<file path="src/rtl/biq_pkg.sv">
`timescale 1ns / 1ps
// ----------------------------------------------------------------------------
// biq_pkg
// shared types, widths and register codes of the multichannel biquad filter
// ----------------------------------------------------------------------------
package biq_pkg;

  localparam int SAMPLE_W         = 24;
  localparam int COEF_W           = 32;
  localparam int PROD_W           = SAMPLE_W + COEF_W;
  localparam int SUM_W            = PROD_W + 3;
  localparam int FRAC_BITS        = 28;
  localparam int RES_W            = SUM_W - FRAC_BITS;
  localparam int APB_ADDR_W       = 5;
  localparam int APB_DATA_W       = 32;
  localparam int DEFAULT_CHANNELS = 2;

  localparam logic [COEF_W-1:0] B0_RESET = COEF_W'(32'h1000_0000);
  localparam logic [SUM_W-1:0] ROUND_BIAS = SUM_W'(64'd1 << (FRAC_BITS - 1));

  typedef enum logic [2:0] {
    REG_B0 = 3'd0,
    REG_B1 = 3'd1,
    REG_B2 = 3'd2,
    REG_A1 = 3'd3,
    REG_A2 = 3'd4
  } reg_idx_t;

  typedef logic signed [SAMPLE_W-1:0] sample_t;
  typedef logic signed [COEF_W-1:0]   coef_t;

  typedef struct packed {
    coef_t b0;
    coef_t b1;
    coef_t b2;
    coef_t a1;
    coef_t a2;
  } coefs_t;

  typedef struct packed {
    sample_t x1;
    sample_t x2;
    sample_t y1;
    sample_t y2;
  } delay_t;

endpackage

</file>
<file path="src/rtl/biq_state_mem.sv">
`timescale 1ns / 1ps
// ----------------------------------------------------------------------------
// biq_state_mem
// per-channel delay line memory, registered read, entries read as zero
// until first written after reset
// ----------------------------------------------------------------------------
module biq_state_mem #(
  parameter int  CHANNELS = biq_pkg::DEFAULT_CHANNELS,
  localparam int IDX_W    = (CHANNELS > 1) ? $clog2(CHANNELS) : 1
) (
  input  logic                clk,
  input  logic                rst,
  input  logic                rd_en,
  input  logic [IDX_W-1:0]    rd_addr,
  output biq_pkg::delay_t     rd_data,
  input  logic                wr_en,
  input  logic [IDX_W-1:0]    wr_addr,
  input  biq_pkg::delay_t     wr_data
);
  import biq_pkg::*;

  delay_t              mem [CHANNELS];
  logic [CHANNELS-1:0] ent_valid;
  delay_t              rd_word;
  logic                rd_valid;

  always_ff @(posedge clk) begin
    if (wr_en) begin
      mem[wr_addr] <= wr_data;
    end
    if (rd_en) begin
      rd_word <= mem[rd_addr];
    end
  end

  always_ff @(posedge clk) begin
    if (rst) begin
      ent_valid <= '0;
      rd_valid  <= 1'b0;
    end else begin
      if (wr_en) begin
        ent_valid[wr_addr] <= 1'b1;
      end
      if (rd_en) begin
        rd_valid <= ent_valid[rd_addr];
      end
    end
  end

  assign rd_data = rd_valid ? rd_word : '0;

endmodule

</file>
<file path="config.mk">
export PLATFORM = sky130hd
export DESIGN_NAME = biq_state_mem
export DESIGN_NICKNAME = d
export VERILOG_FILES = /design/src/rtl/biq_pkg.sv /design/src/rtl/biq_state_mem.sv
export SDC_FILE = /design/constraint.sdc
export NUM_CORES = 1
export LEC_CHECK = 0
export BUFFER_PORTS_ARGS = -buffer_cell sky130_fd_sc_hd__buf_2
export CAP_MARGIN = 0
export CORE_MARGIN = 4
export CORE_UTILIZATION = 35
export DETAILED_ROUTE_END_ITERATION = 12
export MAX_ROUTING_LAYER = met4
export PLACE_DENSITY = 0.52
export SETUP_SLACK_MARGIN = 0.15
export SLEW_MARGIN = 0
export SYNTH_ARGS = -nofsm -noshare
export SYNTH_HDL_FRONTEND = slang
export SYNTH_SLANG_ARGS = --single-unit
</file>
<file path="constraint.sdc">
create_clock -name clk -period 15.41 [get_ports clk]
set_input_delay 0.7705 -clock clk [delete_from_list [all_inputs] [get_ports clk]]
set_output_delay 0.7705 -clock clk [all_outputs]
set_load 0.01 [all_outputs]
</file>
; ---- Word-level counts from Yosys, hierarchy flattened
; Memory sizes are Yosys's and may differ from the RTL's. A register that Yosys moved wholly into a read port is not among the register bits.
; Cells that the tools add are included.
[totals]
ff_bits = 3
ram_bits = 192
in_bits = 102
output_inout_bits = 96
word_cells = 15
n_memories = 1
[mem_list]
columns = memory, depth, word_bits, rd, rd_ports_with_merged_regs, wr, line_no
row1 = mem, 2, 96, 1, 1, 1, biq_state_mem.sv:22  ; delay_t mem [CHANNELS];
[op_classes]
magnitude_cmp = 3
muxes = 7
bitwise_logic = 1
n_reduce_logical = 1
[op_table]
columns = operator, n
row1 = 96-bit 2-to-1 mux, 1
row2 = 1-bit 2-to-1 mux, 5
row3 = 1-bit by 2-bit < comparator with 1-bit output (second input constant), 2
row4 = 2-bit bitwise OR, 1
row5 = 1-bit demux with 1-bit select, 1
row6 = 1-bit greater-or-equal comparator (second input constant), 1
row7 = 1-bit logical AND, 1

; ---- Depth between registers and ports, before layout
[logic_depth]
word_depth = 5
depth_mapped = 4
depth_no_buf = 2

; ---- Least setup slack after synthesis
; No wires, ideal clock.
[synth_path]
kind = in2reg
from = input port wr_addr
to = memory mem[0][0] (netlist name), enable pin
setup_time_ps = 566
arrival_time_ps = 5075
t_required_ps = 14844
setup_slack_ps = 9769
path_stages = 1
n_path_buf = 0
cell_sequence = nor2b_1
[synth_lines]
columns = item, line_no
row1 = start: declaration, biq_state_mem.sv:17  ; input logic [IDX_W-1:0] wr_addr,
row2 = end: declaration, biq_state_mem.sv:22
; Straight into the memory's write port.

==> flow_metrics.tcl <==
set metrics [dict create \
    worstPathMaxFanout 57 \
    track_usage 0.122 \
    grt_max_degree 69 \
    r2r_end "rd_valid" \
    synth_largest_area_cell "edfxtp_1" \
    postCtsSetupRepairBufs 0 \
    cts_tree "built" \
    syn_nets 614 \
    dp_hpwl_um 12800 \
    synth-xor-area-share 0 \
    ys_seq_elements 291 \
    synthAdderAreaFrac 0 \
    initial_core_util 0.358 \
    netlist-cell-type-count 15 \
    min-delay-start "wr_data[82]" \
    synthCells 512 \
    port_buffers 197 \
    syn_area_per_cell_um2 20.9 \
    ir_drop_uv 87.3 \
    synth_area_leaders "edfxtp_1 (81%), mux2_2 (7.0%), and2_1 (5.7%)" \
    tightest_slew_ps 983 \
    cts_made_buffers 31 \
    crit_type "register to output port" \
    antenna_left 0 \
    rsz0062_at_grt "false" \
    syn-cell-area_um2 10700 \
    skew_ps 10.7 \
    path_clk_slew_ps 60 \
    setup_tns_ps 0 \
    io_pins 198 \
    dieArea_um2 33400 \
    synthMuxAreaShare 0.113 \
    hp-class "primary input to register" \
    grt_pass1_wl_um 30800 \
    clk_path_buf_depth 3 \
    grt_pass1_vias 5576 \
    h-tree-depth 1 \
    dr.first_iter.drc_count 340 \
    die_w_um 183 \
    synth_top_family_by_area "multiplexers" \
    vias 5179 \
    grt_overflow 0 \
    crit_start "rd_valid" \
    seq_area_um2 8710 \
    nFillCells 2668 \
    fp.dieH_um 183 \
    firstDrtPassIters 4 \
    utilization 0.437 \
    status "finished clean" \
    r2r_slack_ps 14220 \
    yosysTopAreaCellShare 0.810 \
    layout-drive-gt1-share 0.456 \
    yosys_warnings 0 \
    ctsHoldBuffers 0 \
    r2r-start "rd_valid" \
    min_period_over_period 0.195 \
    synth_compound_area_frac 0.00211 \
    nets 828 \
    clkSinkCount 291 \
    max_cap_violations 0 \
    period_minus_slack_ps 3010 \
    hold_path_end "mem[0][82]" \
    drc_errors 0 \
    leakage_nw 4.97 \
    rows 63 \
    gp_congestion 0.724 \
    fin_ws_ps 12400 \
    start_kind "register" \
    yosys.area_share.simple 0.0581 \
    area_growth_pct 22.1 \
    relSlewSlack 0.345 \
    required_ps 14640 \
    dp_slack_ps 12350 \
    cts_root_buf "clkbuf_16" \
    cts_resized 0 \
    reg2reg_depth 2 \
    clk_latency_ps 540 \
    antenna_found_initial 7 \
    timing.final.hold_violations 0 \
    vias_per_cell 4.52 \
    endpoint_kind "output port" \
    wirelength_um 20600 \
    synth_seq_area_share 0.815 \
    powerDensity_nw_per_um2 133 \
    total_power_mw 1.74 \
    setup_viol 0 \
    multi_input_area_um2 1860 \
    coreArea_um2 29900 \
    report.final.slew_viol_count 0 \
    min_path_cells 1 \
    fmax_mhz 332 \
    wire_per_inst_um 17.9 \
    cp_data_arrival_time_ps 2240 \
]
synthesized netlist by cell type:
cell type,instances
nor2b_1,1
a21oi_1,1
mux2_4,30
a211oi_1,1
mux2i_1,1
nor2_1,2
buf_6,5
and2_1,97
buf_2,6
mux2_2,66
edfxtp_1,288
clkbuf_2,3
o21ba_2,1
clkbuf_1,7
dfxtp_1,3
cells by family (layout without fill, tap and decap cells):
group                  count (synthesis)  after routing
other                                  0              7
AOI/OAI and AO/OA                      3              3
and+or+nand+nor                      100            100
buffers and inverters                 21            259
muxes                                 97             97
DFF                                  291            291
metal layers:
| layer | vias to the layer above | GRT usage | share of wire |
|---|---|---|---|
| met4 | 0 | 0.0258 | 0.013 |
| met3 | 26 | 0.0387 | 0.090 |
| met5 | - | - | 0 |
| met2 | 181 | 0.189 | 0.46 |
| li1 | 2390 | - | - |
| met1 | 2582 | 0.161 | 0.44 |
where the power goes:
part	total (mW)	switching, mW	internal, mW
registers	0.949	0.0137	0.935
logic	0.101	0.0530	0.0479
clock network	0.688	0.280	0.408
total	1.74	0.347	1.39
registers in the layout, indices dropped and copies added (netlist names):
| register | flops |
|---|---|
| rd_valid | 1 |
| mem | 192 |
| rd_word | 96 |
| ent_valid | 2 |
how the worst max path moves through the flow:
stage	to	slack, ps	cells after the start
global route	rd_data[25]	12140	3
floorplan	mem[0][0]	9770	1
detailed placement	mem[0][31]	12350	3
CTS	rd_data[26]	12240	3
global placement	mem[0][50]	12460	3
finish	rd_data[26]	12400	3
cell type report:
cell class              instances  area share
flip-flops and latches        291       0.668
multi-input cells             200       0.142
repair buffers                202      0.0788
clock buffers                  44      0.0640
well taps                     390      0.0374
clock inverters                13     0.00863
diodes                          7     0.00134
cell usage in the layout (no fill, tap or decap), drive strengths merged:
| cell | count |
|---|---|
| clkinv | 10 |
| and2 | 97 |
| o21ba | 1 |
| mux2 | 96 |
| a211oi | 1 |
| nor2b | 1 |
| diode | 7 |
| mux2i | 1 |
| clkbuf | 44 |
| nor2 | 2 |
| a21oi | 1 |
| edfxtp | 288 |
| buf | 202 |
| bufinv | 2 |
| dfxtp | 3 |
| inv | 1 |
per-stage QoR:
| step | hold WS, ps | area [µm²] | std cells |
|---|---|---|---|
| 2_1_floorplan | 437 | 10700 | 512 |
| 3_3_place_gp | 474 | 12100 | 1083 |
| 3_5_place_dp | 478 | 12100 | 1083 |
| 4_1_cts | 384 | 13000 | 1140 |
| 5_1_grt | 386 | 13000 | 1147 |
| 6_report | 414 | 13000 | 1147 |
critical path, cell delays in order (launching register included):
cell,delay (ps)
dfxtp_2,750
buf_4,520
and2_1,260
buf_2,160
No activity file was read; power rests on OpenSTA's default activity.
